<file path="src/hw/rtl/shsu_pkg.sv">
// Shared types, command codes and the size bucket function of the size histogram unit.
`default_nettype none
package shsu_pkg;

  localparam int unsigned DefBucketCount = 11;
  localparam int unsigned DefCounterWidth = 48;
  localparam int unsigned FieldWidth = 48;
  localparam int unsigned HistIdWidth = 3;

  localparam logic [3:0] CMD_READ = 4'd0;
  localparam logic [3:0] CMD_INSERT = 4'd1;
  localparam logic [3:0] CMD_UPDATE = 4'd2;
  localparam logic [3:0] CMD_DELETE = 4'd3;
  localparam logic [3:0] CMD_ADD_MEM = 4'd4;
  localparam logic [3:0] CMD_SUB_MEM = 4'd5;
  localparam logic [3:0] CMD_DEFRAG_CNT = 4'd6;
  localparam logic [3:0] CMD_DEFRAG_BYTES = 4'd7;
  localparam logic [3:0] CMD_DEPTH = 4'd8;
  localparam logic [3:0] CMD_READ_CTR = 4'd9;

  localparam logic [2:0] GRP_DOC = 3'd0;
  localparam logic [2:0] GRP_DELETE = 3'd4;
  localparam logic [2:0] GRP_SCALAR = 3'd5;

  localparam logic [3:0] SCL_MEM = 4'd0;
  localparam logic [3:0] SCL_KEYS = 4'd1;
  localparam logic [3:0] SCL_DEPTH = 4'd2;
  localparam logic [3:0] SCL_SIZE = 4'd3;
  localparam logic [3:0] SCL_DEFRAGS = 4'd4;
  localparam logic [3:0] SCL_DEFRAG_BYTES = 4'd5;

  typedef enum logic [2:0] {
    S_IDLE,
    S_DEC_RD,
    S_DEC_WR,
    S_INC_RD,
    S_INC_WR,
    S_OP_RD,
    S_OP_WR,
    S_DONE
  } state_t;

  typedef enum logic [1:0] {
    SEL_DEC,
    SEL_INC,
    SEL_OP
  } mem_sel_t;

  typedef struct packed {
    logic     latch;
    logic     rd_en;
    mem_sel_t rd_sel;
    logic     wr_dec;
    logic     wr_inc;
    logic     wr_op;
    logic     finish;
  } ctrl_cmd_t;

  typedef struct packed {
    logic need_dec;
    logic need_inc;
    logic need_op;
  } dp_stat_t;

  // Bucket 0 holds sizes below 256; bucket i starts at 256 * 4^(i-1).
  function automatic logic [3:0] size_bucket(input logic [FieldWidth-1:0] size,
                                             input int unsigned count);
    logic [3:0] b;
    b = 4'd0;
    for (int unsigned i = 1; i < 16; i++) begin
      if (i < count && size >= (48'd256 << (2 * (i - 1)))) begin
        b = 4'(i);
      end
    end
    return b;
  endfunction

endpackage
`default_nettype wire

</file>
<file path="src/hw/rtl/shsu_ctrl.sv">
// Controller state machine that sequences the counter read-modify-write steps.
`default_nettype none
module shsu_ctrl
  import shsu_pkg::*;
(
  input  wire logic      clk,
  input  wire logic      rst_n,
  input  wire logic      start,
  input  wire dp_stat_t  stat,
  output logic           busy,
  output ctrl_cmd_t      cmd
);

  state_t state_r, state_nxt;

  always_ff @(posedge clk) begin
    if (!rst_n) begin
      state_r <= S_IDLE;
    end else begin
      state_r <= state_nxt;
    end
  end

  always_comb begin
    state_nxt = state_r;
    unique case (state_r)
      S_IDLE:   if (start) state_nxt = S_DEC_RD;
      S_DEC_RD: state_nxt = stat.need_dec ? S_DEC_WR : S_INC_RD;
      S_DEC_WR: state_nxt = S_INC_RD;
      S_INC_RD: state_nxt = stat.need_inc ? S_INC_WR : S_OP_RD;
      S_INC_WR: state_nxt = S_OP_RD;
      S_OP_RD:  state_nxt = stat.need_op ? S_OP_WR : S_DONE;
      S_OP_WR:  state_nxt = S_DONE;
      S_DONE:   state_nxt = S_IDLE;
      default:  state_nxt = S_IDLE;
    endcase
  end

  always_comb begin
    cmd = '0;
    cmd.rd_sel = SEL_DEC;
    unique case (state_r)
      S_IDLE:   cmd.latch = start;
      S_DEC_RD: begin
        cmd.rd_en = 1'b1;
        cmd.rd_sel = SEL_DEC;
      end
      S_DEC_WR: cmd.wr_dec = 1'b1;
      S_INC_RD: begin
        cmd.rd_en = 1'b1;
        cmd.rd_sel = SEL_INC;
      end
      S_INC_WR: cmd.wr_inc = 1'b1;
      S_OP_RD:  begin
        cmd.rd_en = 1'b1;
        cmd.rd_sel = SEL_OP;
      end
      S_OP_WR:  cmd.wr_op = 1'b1;
      S_DONE:   cmd.finish = 1'b1;
      default:  cmd = '0;
    endcase
  end

  assign busy = (state_r != S_IDLE);

  a_accept_busy: assert property (@(posedge clk) disable iff (!rst_n)
    (start && !busy) |=> busy) else $error("accepted word did not start work");
  a_done_idle: assert property (@(posedge clk) disable iff (!rst_n)
    cmd.finish |=> !busy) else $error("block stayed busy after a result");
  a_one_step: assert property (@(posedge clk) disable iff (!rst_n)
    $onehot0({cmd.latch, cmd.rd_en, cmd.wr_dec, cmd.wr_inc, cmd.wr_op, cmd.finish}))
    else $error("more than one datapath step in a cycle");

endmodule
`default_nettype wire

</file>
<file path="config.mk">
export PLATFORM = sky130hd
export DESIGN_NAME = shsu_ctrl
export DESIGN_NICKNAME = d
export VERILOG_FILES = /design/src/hw/rtl/shsu_pkg.sv /design/src/hw/rtl/shsu_ctrl.sv
export SDC_FILE = /design/constraint.sdc
export NUM_CORES = 1
export LEC_CHECK = 0
export BUFFER_PORTS_ARGS = -buffer_cell sky130_fd_sc_hd__buf_2
export CORE_AREA = 10 10 47 49
export CTS_BUF_LIST = sky130_fd_sc_hd__clkbuf_4 sky130_fd_sc_hd__clkbuf_8
export DETAILED_ROUTE_END_ITERATION = 6
export DIE_AREA = 0 0 57 59
export PLACE_DENSITY = 0.51
export RECOVER_POWER = 25
export SLEW_MARGIN = 15
export SYNTH_ARGS = -nofsm -noshare
export SYNTH_HDL_FRONTEND = slang
export SYNTH_SLANG_ARGS = --single-unit
</file>
<file path="constraint.sdc">
create_clock -name clk -period 1.89 [get_ports clk]
set_clock_uncertainty 0.15 [all_clocks]
set_input_delay 0.189 -clock clk [delete_from_list [all_inputs] [get_ports clk]]
set_output_delay 0.189 -clock clk [all_outputs]
set_load 0.05 [all_outputs]
</file>
; After elaboration in Yosys (flattened, before gate mapping)
; Index checks and enable logic that the tools add are counted.
[op_classes]
eq_ne = 8
mux = 11
reduce_logical = 2
[ops]
columns = op, n
row1 = $pmux W3 S8, 1
row2 = $eq A3 B3 Y1 const B, 4
row3 = $pmux W3 S3, 1
row4 = $mux W1, 8
row5 = $eq A3 B2 Y1 const B, 2
row6 = $eq A3 B1 Y1 const B, 1
row7 = $logic_not A3 Y1, 1
row8 = $mux W3, 1
row9 = $reduce_bool A3 Y1, 1
row10 = $ne A2 B2 Y1 const B, 1
[totals]
regBits = 3
input_bits = 6

; Logic depth before layout (Yosys ltp)
; Gate-level depths: netlist (run 1).
[logic_depth]
word_depth = 2
ltp_mapped = 4
mapped_depth_nobuf = 3

; Least setup slack after synthesis (run 1)
; No wires, ideal clock.
[synth_path]
path_kind = flip-flop to output port
startpoint = register state_r[1]
endpoint = output cmd[3] (netlist bit)
arrival_ns = 1.655
slack_ns = -0.104
stages_incl_launch_ff = 3
n_path_buf = 1
cell_sequence = dfxtp_1 > buf_2 > nor3b_1
[synth_lines]
columns = item, line_no
row1 = from (decl), shsu_ctrl.sv:14  ; state_t state_r, state_nxt;
row2 = from (signal assigned), shsu_ctrl.sv:20  ; state_r <= state_nxt;
row3 = to (decl), shsu_ctrl.sv:11  ; output ctrl_cmd_t cmd

==> impl_metrics.env, run 1 <==
export IMPL_first_iter_violations=0
export IMPL_rrSetupSlack_ps=590
export IMPL_synth_avg_cell_area_um2=8.04
export IMPL_crit_required_ps=1550
export IMPL_cp_max_fo=10
export IMPL_criticalPathCategory="reg -> out"
export IMPL_grtUsageTotal_pct=4.66
export IMPL_rows=14
export IMPL_post_drt_via_cell_ratio=3.82
export IMPL_hold_ws_ps=45.5
export IMPL_cts_path_max_buffers=2
export IMPL_ys_seq_area_share_pct=26.7
export IMPL_outcome="finished clean"
export IMPL_fin_crit_sh_pct=92.5
export IMPL_p_total_mw=0.409
export IMPL_top_regs="state_r x3"
export IMPL_synth_warnings=0
export IMPL_yosys_top_cells_area="dfxtp_1 (27%), nor2_1 (6.7%), nor3b_1 (6.7%)"
export IMPL_cts_tree="yes"
export IMPL_synth_edf_count=0
export IMPL_dieArea_um2=3360
export IMPL_place_gp_congestion=0.680
export IMPL_hold_path_class="in -> reg"
export IMPL_clkSlewWorstSetupHoldPaths_ps=40
export IMPL_routed_wl_um=616
export IMPL_hold_viol=0
export IMPL_synth_cell_types=19
export IMPL_fmax_ghz=0.572
export IMPL_yosysTopAreaCell="dfxtp_1"
export IMPL_critPathArrivalTime_ps=1410
export IMPL_core_area_um2=1400
export IMPL_synth_top_area_share_pct=26.7
export IMPL_worstMarginPinSlew_ps=348
export IMPL_n_antenna_cell=0
export IMPL_ioPinCount=15
export IMPL_post_cts_buffers=0
export IMPL_syn_inst=28
export IMPL_cts_buffers=3
export IMPL_synthTopCellsByCount="nor2_1 (4), dfxtp_1 (3), nand2_1 (3)"
export IMPL_wl_per_cell_um=10.3
export IMPL_period_needed_ps=1750
export IMPL_postCtsHoldBufs=0
export IMPL_port_buffers=14
export IMPL_grt_max_degree=12
export IMPL_postRouteAntennaNets=0
export IMPL_antenna_found_initial=0
export IMPL_cts_root_buffer="clkbuf_4"
export IMPL_die_width_um=57
export IMPL_endpoint_kind="output port"
export IMPL_grt_pass1_vias=248
export IMPL_remaining_drc_errors=0
export IMPL_max_slew_margin_pct=76.8
export IMPL_dr_pass1_iters=1
export IMPL_power_density_nw_per_um2=1200
export IMPL_cts_sinks=3
export IMPL_grt_pass1_wl_mm=1.13
export IMPL_tns_ps=0
export IMPL_final_cells=60
export IMPL_drive_gt1_share_pct=61.4
export IMPL_ys_seq_elements=3
export IMPL_htreeDepth=1
export IMPL_async_reset_ff_share_pct=0
export IMPL_vias=229
export IMPL_clock_latency_ps=230
export IMPL_gr_total_overflow=0
export IMPL_fin_nets=51
export IMPL_largest_reg_flops=3
export IMPL_p_leak_nw=0.185
export IMPL_synth_most_common_cell="nor2_1"
export IMPL_syn_area_um2=225
export IMPL_placed_cells=56
export IMPL_slew_viol_final=0
export IMPL_synth_nets=34
export IMPL_area_growth_syn_to_layout_pct=51.7
export IMPL_peakVddDrop_uv=408
export IMPL_ys_flop_type="dfxtp_1"
export IMPL_die_y_um=59
export IMPL_start_util_pct=16.1
export IMPL_maxCapViolations=0
export IMPL_finalSetupViolations=0
export IMPL_regMostFlops="state_r"
export IMPL_rsz0062_at_grt="false"
export IMPL_start_kind="flip-flop"
export IMPL_cts_resized=0
## metrics by stage
step           setup WS, ps  area [um2]  util [%]
2_1_floorplan           196         238         -
5_1_grt                50.9         342      24.4
6_report                141         342      24.4
3_5_place_dp            380         312      22.2
4_1_cts                 122         342      24.4
3_3_place_gp            393         312      22.2
## routing by layer
layer | global-route usage [%] | up-vias | wire, um | part of all wire, %
li1 | - | 121 | - | -
met1 | 4.73 | 96 | 298 | 48
met2 | 6.20 | 10 | 274 | 44
met3 | 1.50 | 2 | 19 | 3.1
met4 | 7.05 | 0 | 23 | 3.7
met5 | 0 | - | 0 | 0
## where the power goes
group | leakage (nW) | internal [mW] | switching, mW
Clock | 0.0184 | 0.0934 | 0.0335
Sequential | 0.0248 | 0.0746 | 0.0242
Combinational | 0.142 | 0.0595 | 0.124
## critical path, stage by stage (launching register included)
cell     delay [ps]
dfxtp_1         400
or3_4           440
nor2_2           80
buf_2           260
## layout by cell type, fill, tap and decap left out, types with 2 or more instances in the layout
master / count
nor2_1: 3
buf_2: 14
nor3b_2: 2
and2_0: 2
dfxtp_1: 3
nand2_1: 3
clkbuf_4: 4
## final cells by class
type | instances | area (um2)
clock buffer | 4 | 30.0
fill | 163 | 1060
inverter | 1 | 3.75
multi-input combinational | 21 | 150
sequential | 3 | 60.1
tap | 16 | 20.0
timing repair buffer | 15 | 77.6
## worst paths after layout
check / start / endpoint / depth (start not counted)
worst min-delay path: rst_n / state_r[1]$_SDFFE_PN0P_ / 2
worst min register to register: state_r[0]$_SDFFE_PN0P_ / state_r[0]$_SDFFE_PN0P_ / 1
worst max register to register: state_r[0]$_SDFFE_PN0P_ / state_r[0]$_SDFFE_PN0P_ / 3
worst max-delay path: state_r[0]$_SDFFE_PN0P_ / cmd[7] / 3
## logic make-up (layout without fill, tap and decap cells)
group | Yosys count | in the layout | synth area share (%)
AND/OR/NAND/NOR | 16 | 16 | 42.8
buffers and inverters | 4 | 20 | 12.2
AO/OA/AOI/OAI | 3 | 3 | 10.6
flip-flops | 3 | 3 | 26.7
XOR/XNOR | 2 | 2 | 7.78
(Power assumes the default switching activity.)
==> run 2, diff against run 1 <==
Settings changed: CTS_BUF_LIST sky130_fd_sc_hd__clkbuf_4 sky130_fd_sc_hd__clkbuf_8 to default.
==> run 2 against run 1 <==
Compared with the run above: sequential share of layout area increased by 0.20 points; maximum frequency barely moved; combinational power barely moved; register-to-register slack about the same; first-iteration DRC count unchanged; total power fell by 3.7%; non-clock buffer count did not move; clock-buffer cell count did not move; critical path type unchanged; critical endpoint unchanged; largest cell class unchanged.
==> impl_metrics.env, run 2 (synthesized netlist as in run 1, its figures left out) <==
export IMPL_cp_max_fo=10
export IMPL_routed_wl_um=612
export IMPL_post_drt_via_cell_ratio=3.82
export IMPL_max_slew_margin_pct=76.8
export IMPL_die_y_um=59
export IMPL_p_leak_nw=0.181
export IMPL_postCtsHoldBufs=0
export IMPL_slew_viol_final=0
export IMPL_wl_per_cell_um=10.2
export IMPL_p_total_mw=0.394
export IMPL_grt_pass1_vias=248
export IMPL_clkSlewWorstSetupHoldPaths_ps=40
export IMPL_core_area_um2=1400
export IMPL_crit_required_ps=1550
export IMPL_postRouteAntennaNets=0
export IMPL_drive_gt1_share_pct=59.1
export IMPL_htreeDepth=1
export IMPL_cts_root_buffer="clkbuf_4"
export IMPL_place_ws_ps=380
export IMPL_antenna_found_initial=0
export IMPL_endpoint_kind="output port"
export IMPL_power_density_nw_per_um2=1170
export IMPL_post_cts_buffers=0
export IMPL_num_fill_cells=165
export IMPL_vias=229
export IMPL_fmax_ghz=0.572
export IMPL_tns_ps=0
export IMPL_rsz0062_at_grt="false"
export IMPL_worstMarginPinSlew_ps=348
export IMPL_largest_reg_flops=3
export IMPL_regMostFlops="state_r"
export IMPL_fin_nets=51
export IMPL_criticalPathCategory="reg -> out"
export IMPL_final_common_cell="buf_2"
export IMPL_place_gp_congestion=0.680
export IMPL_critPathArrivalTime_ps=1410
export IMPL_dieArea_um2=3360
export IMPL_dr_pass1_iters=1
export IMPL_outcome="finished clean"
export IMPL_regArea_um2=60.1
export IMPL_port_buffers=14
export IMPL_maxCapViolations=0
export IMPL_layout_common_cells="buf_2 (14), nand2_1 (3), nor2_1 (3), clkbuf_4 (3), dfxtp_1 (3)"
export IMPL_finalSetupViolations=0
export IMPL_rows=14
export IMPL_peakVddDrop_uv=407
export IMPL_ioPinCount=15
export IMPL_cts_path_max_buffers=2
export IMPL_grtUsageTotal_pct=4.66
export IMPL_grt_max_degree=12
export IMPL_multi_input_area_um2=150
export IMPL_cts_resized=0
export IMPL_start_kind="flip-flop"
export IMPL_cts_tree="yes"
export IMPL_setup_slack_ps=142
export IMPL_hold_path_class="in -> reg"
export IMPL_top_regs="state_r x3"
export IMPL_area_growth_syn_to_layout_pct=50.0
export IMPL_start_util_pct=16.1
export IMPL_hold_viol=0
export IMPL_cts_buffers=3
export IMPL_remaining_drc_errors=0
export IMPL_period_needed_ps=1750
export IMPL_cts_sinks=3
export IMPL_first_iter_violations=0
export IMPL_n_antenna_cell=0
export IMPL_die_width_um=57
export IMPL_clock_latency_ps=230
export IMPL_fin_crit_sh_pct=92.5
export IMPL_grt_pass1_wl_mm=1.13
export IMPL_gr_total_overflow=0
==> run 2: changes by cell type in the layout (fill, tap and decap cells not counted) <==
cell      change
clkbuf_1      +1
clkbuf_4      -1
==> run 2: worst paths after layout <==
check | start | end | slack (ps) | cells past startpoint
setup reg to reg | state_r[0]$_SDFFE_PN0P_ | state_r[0]$_SDFFE_PN0P_ | 590 | 3
hold reg to reg | state_r[0]$_SDFFE_PN0P_ | state_r[0]$_SDFFE_PN0P_ | 450 | 1
setup / recovery | state_r[0]$_SDFFE_PN0P_ | cmd[7] | 140 | 3
hold / removal | rst_n | state_r[1]$_SDFFE_PN0P_ | 50 | 2
==> run 2: per-stage QoR <==
stage	hold slack, ps	util (%)	cell area (um2)	std cells
floorplan	150	-	238	28
CTS	40.7	24.1	338	60
global placement	285	22.2	312	56
global route	66.2	24.1	338	60
detailed placement	286	22.2	312	56
finish	46.1	24.1	338	60
==> run 2: final cells by class <==
type	instances	area share, %
Inverter	1	1.11
Clock buffer	4	7.78
Tap cell	16	5.93
Timing Repair Buffer	15	23.0
Sequential cell	3	17.8
Multi-Input combinational cell	21	44.4
==> run 2: routing by layer <==
layer  global-route usage (%)  vias to the layer above  part of all wire (%)
met5                        0                        -                     0
met4                     7.05                        0                   3.8
met3                     1.50                        2                   3.1
met1                     4.73                       96                    49
li1                         -                      121                     -
met2                     6.20                       10                    44
==> run 2: report_power, final <==
part	leakage (nW)	switching (mW)	internal [mW]	total [mW]
Sequential	0.0248	0.0242	0.0746	0.0989
Combinational	0.142	0.124	0.0595	0.183
Clock	0.0150	0.0328	0.0791	0.112
==> run 2: critical path: stages, from the launching register on <==
cell     delay, ps
dfxtp_1        400
or3_4          440
nor2_2          80
buf_2          260
==> run 3, diff against run 2 <==
--- a/config.mk
+++ b/config.mk
@@ -10,4 +10,5 @@
 export DETAILED_ROUTE_END_ITERATION = 6
 export DIE_AREA = 0 0 57 59
+export HOLD_SLACK_MARGIN = 0.03
 export PLACE_DENSITY = 0.51
 export RECOVER_POWER = 25
==> constraint.sdc (replaced) <==
create_clock -name clk -period 1.89 [get_ports clk]
set_clock_uncertainty 0.15 [all_clocks]
set_input_delay 0.0945 -clock clk [delete_from_list [all_inputs] [get_ports clk]]
set_output_delay 0.0945 -clock clk [all_outputs]
set_load 0.05 [all_outputs]
==> run 3 against run 2 <==
Compared with the run above: worst setup slack worse by 77 ps; critical path type is now reg -> reg; design area rose by 4.1%; total power increased by 0.34%; die area stayed put; global-route usage down 0.99 points; maximum frequency decreased by 4.2%; highest routed layer is now met3.
==> impl_metrics.env, run 3 (synthesized netlist as in run 1, its figures left out) <==
export IMPL_criticalPathCategory="reg -> reg"
export IMPL_worst_path_max_delay_cell="dlygate4sd3_1"
export IMPL_endpoint_kind="flip-flop"
export IMPL_crit_buf_inv=1
export IMPL_worstMarginPinSlew_ps=600
export IMPL_slew_viol_final=0
export IMPL_outcome="finished clean"
export IMPL_layout_common_cells="buf_2 (13), nor2_1 (4)"
export IMPL_critPathArrivalTime_ps=1790
export IMPL_period_needed_ps=1830
export IMPL_grt_pass1_vias=226
export IMPL_grtUsageTotal_pct=3.67
export IMPL_port_buffers=14
export IMPL_routed_wl_um=617
export IMPL_rrSetupSlack_ps=60
export IMPL_p_switching_mw=0.179
export IMPL_power_density_nw_per_um2=1120
export IMPL_grt_pass1_wl_um=952
export IMPL_wl_per_cell_um=9.95
export IMPL_regMostFlops="state_r"
export IMPL_crit_family="buffers and inverters"
export IMPL_post_cts_buffers=0
export IMPL_n_antenna_cell=0
export IMPL_hold_path_class="in -> out"
export IMPL_start_util_pct=16.1
export IMPL_peakVddDrop_uv=485
export IMPL_cts_tree="yes"
export IMPL_ioPinCount=15
export IMPL_dr_pass1_iters=2
export IMPL_drive_gt1_share_pct=47.8
export IMPL_regArea_um2=60.1
export IMPL_cts_path_max_buffers=2
export IMPL_top_regs="state_r x3"
export IMPL_cp_max_fo=10
export IMPL_multi_input_area_um2=143
export IMPL_seqPwrFrac_pct=25.9
export IMPL_remaining_drc_errors=0
export IMPL_gr_total_overflow=0
export IMPL_die_width_um=57
export IMPL_postRouteAntennaNets=0
export IMPL_internal_power_mw=0.216
export IMPL_die_y_um=59
export IMPL_dieArea_um2=3360
export IMPL_cts_sinks=3
export IMPL_cts_buffers=3
export IMPL_htreeDepth=1
export IMPL_max_stage_delay_ps=560
export IMPL_crit_required_ps=1860
export IMPL_place_gp_congestion=0.648
export IMPL_num_fill_cells=181
export IMPL_max_slew_margin_pct=60.2
export IMPL_final_common_cell="buf_2"
export IMPL_fmax_ghz=0.548
export IMPL_rows=14
export IMPL_cts_root_buffer="clkbuf_4"
export IMPL_clkSlewWorstSetupHoldPaths_ps=40
export IMPL_core_area_um2=1400
export IMPL_finalSetupViolations=0
export IMPL_fin_crit_sh_pct=96.6
export IMPL_hold_viol=0
export IMPL_rsz0062_at_grt="false"
export IMPL_fin_nets=53
export IMPL_first_iter_violations=1
export IMPL_tns_ps=0
export IMPL_vias=233
export IMPL_pwr_share_clk_pct=28.2
export IMPL_maxCapViolations=0
export IMPL_antenna_found_initial=0
export IMPL_p_leak_nw=0.183
export IMPL_p_total_mw=0.396
export IMPL_post_drt_via_cell_ratio=3.76
export IMPL_p_comb_share_pct=45.9
export IMPL_grt_max_degree=12
export IMPL_p_sw_share_pct=45.3
export IMPL_largest_reg_flops=3
export IMPL_path_cells="or3_4, o21ai_2, a31oi_1, dlygate4sd3_1"
export IMPL_start_kind="flip-flop"
export IMPL_clock_latency_ps=230
export IMPL_area_growth_syn_to_layout_pct=56.1
==> run 3: metal layers <==
layer,part of all wire [%],GRT usage [%],routed length [um]
met5,0,0,0
met2,46,4.50,281
met4,0,3.02,0
met1,46,4.02,286
met3,7.9,2.79,49
==> run 3: final cells by class <==
type | count | area share (%)
well taps | 16 | 5.69
flip-flops and latches | 3 | 17.1
clock buffers | 4 | 7.47
repair buffers | 17 | 28.1
multi-input cells | 21 | 40.6
inverters | 1 | 1.07
==> run 3: worst min-delay path, cell delays in order <==
cell and delay, ps:
buf_2 110, inv_1 40, nor2_1 30, buf_2 200
==> run 3: repair_timing <==
action / 4_1_cts / 5_1_grt
endpoints found under the hold margin: 3 / 0
hold buffers: 3 / 0
gates resized for setup: 0 / 0
==> run 3: worst paths after layout <==
path / startpoint / endpoint / cells after the start
hold reg to reg: state_r[1]$_SDFFE_PN0P_ / state_r[1]$_SDFFE_PN0P_ / 2
hold / removal: start / cmd[7] / 4
setup / recovery: state_r[0]$_SDFFE_PN0P_ / state_r[0]$_SDFFE_PN0P_ / 4
setup reg to reg: state_r[0]$_SDFFE_PN0P_ / state_r[0]$_SDFFE_PN0P_ / 4
==> run 3: power groups by stage <==
stage / sequential, mW / combinational [mW] / clock [mW]
floorplan: 0.0788 / 0.176 / 0
global placement: 0.103 / 0.176 / 0
detailed placement: 0.104 / 0.176 / 0
CTS: 0.103 / 0.185 / 0.118
global route: 0.106 / 0.193 / 0.125
finish: 0.102 / 0.182 / 0.112
==> run 3: per-stage QoR <==
step	setup slack, ps	hold WS [ps]	cell area (um2)	instances	util [%]
after global routing	19.8	450	352	62	25.1
after global placement	488	190	297	55	21.2
after detailed placement	485	185	297	55	21.2
after floorplan	43.4	55.5	230	28	-
after CTS	69.2	428	353	62	25.2
final	65.0	424	352	62	25.1
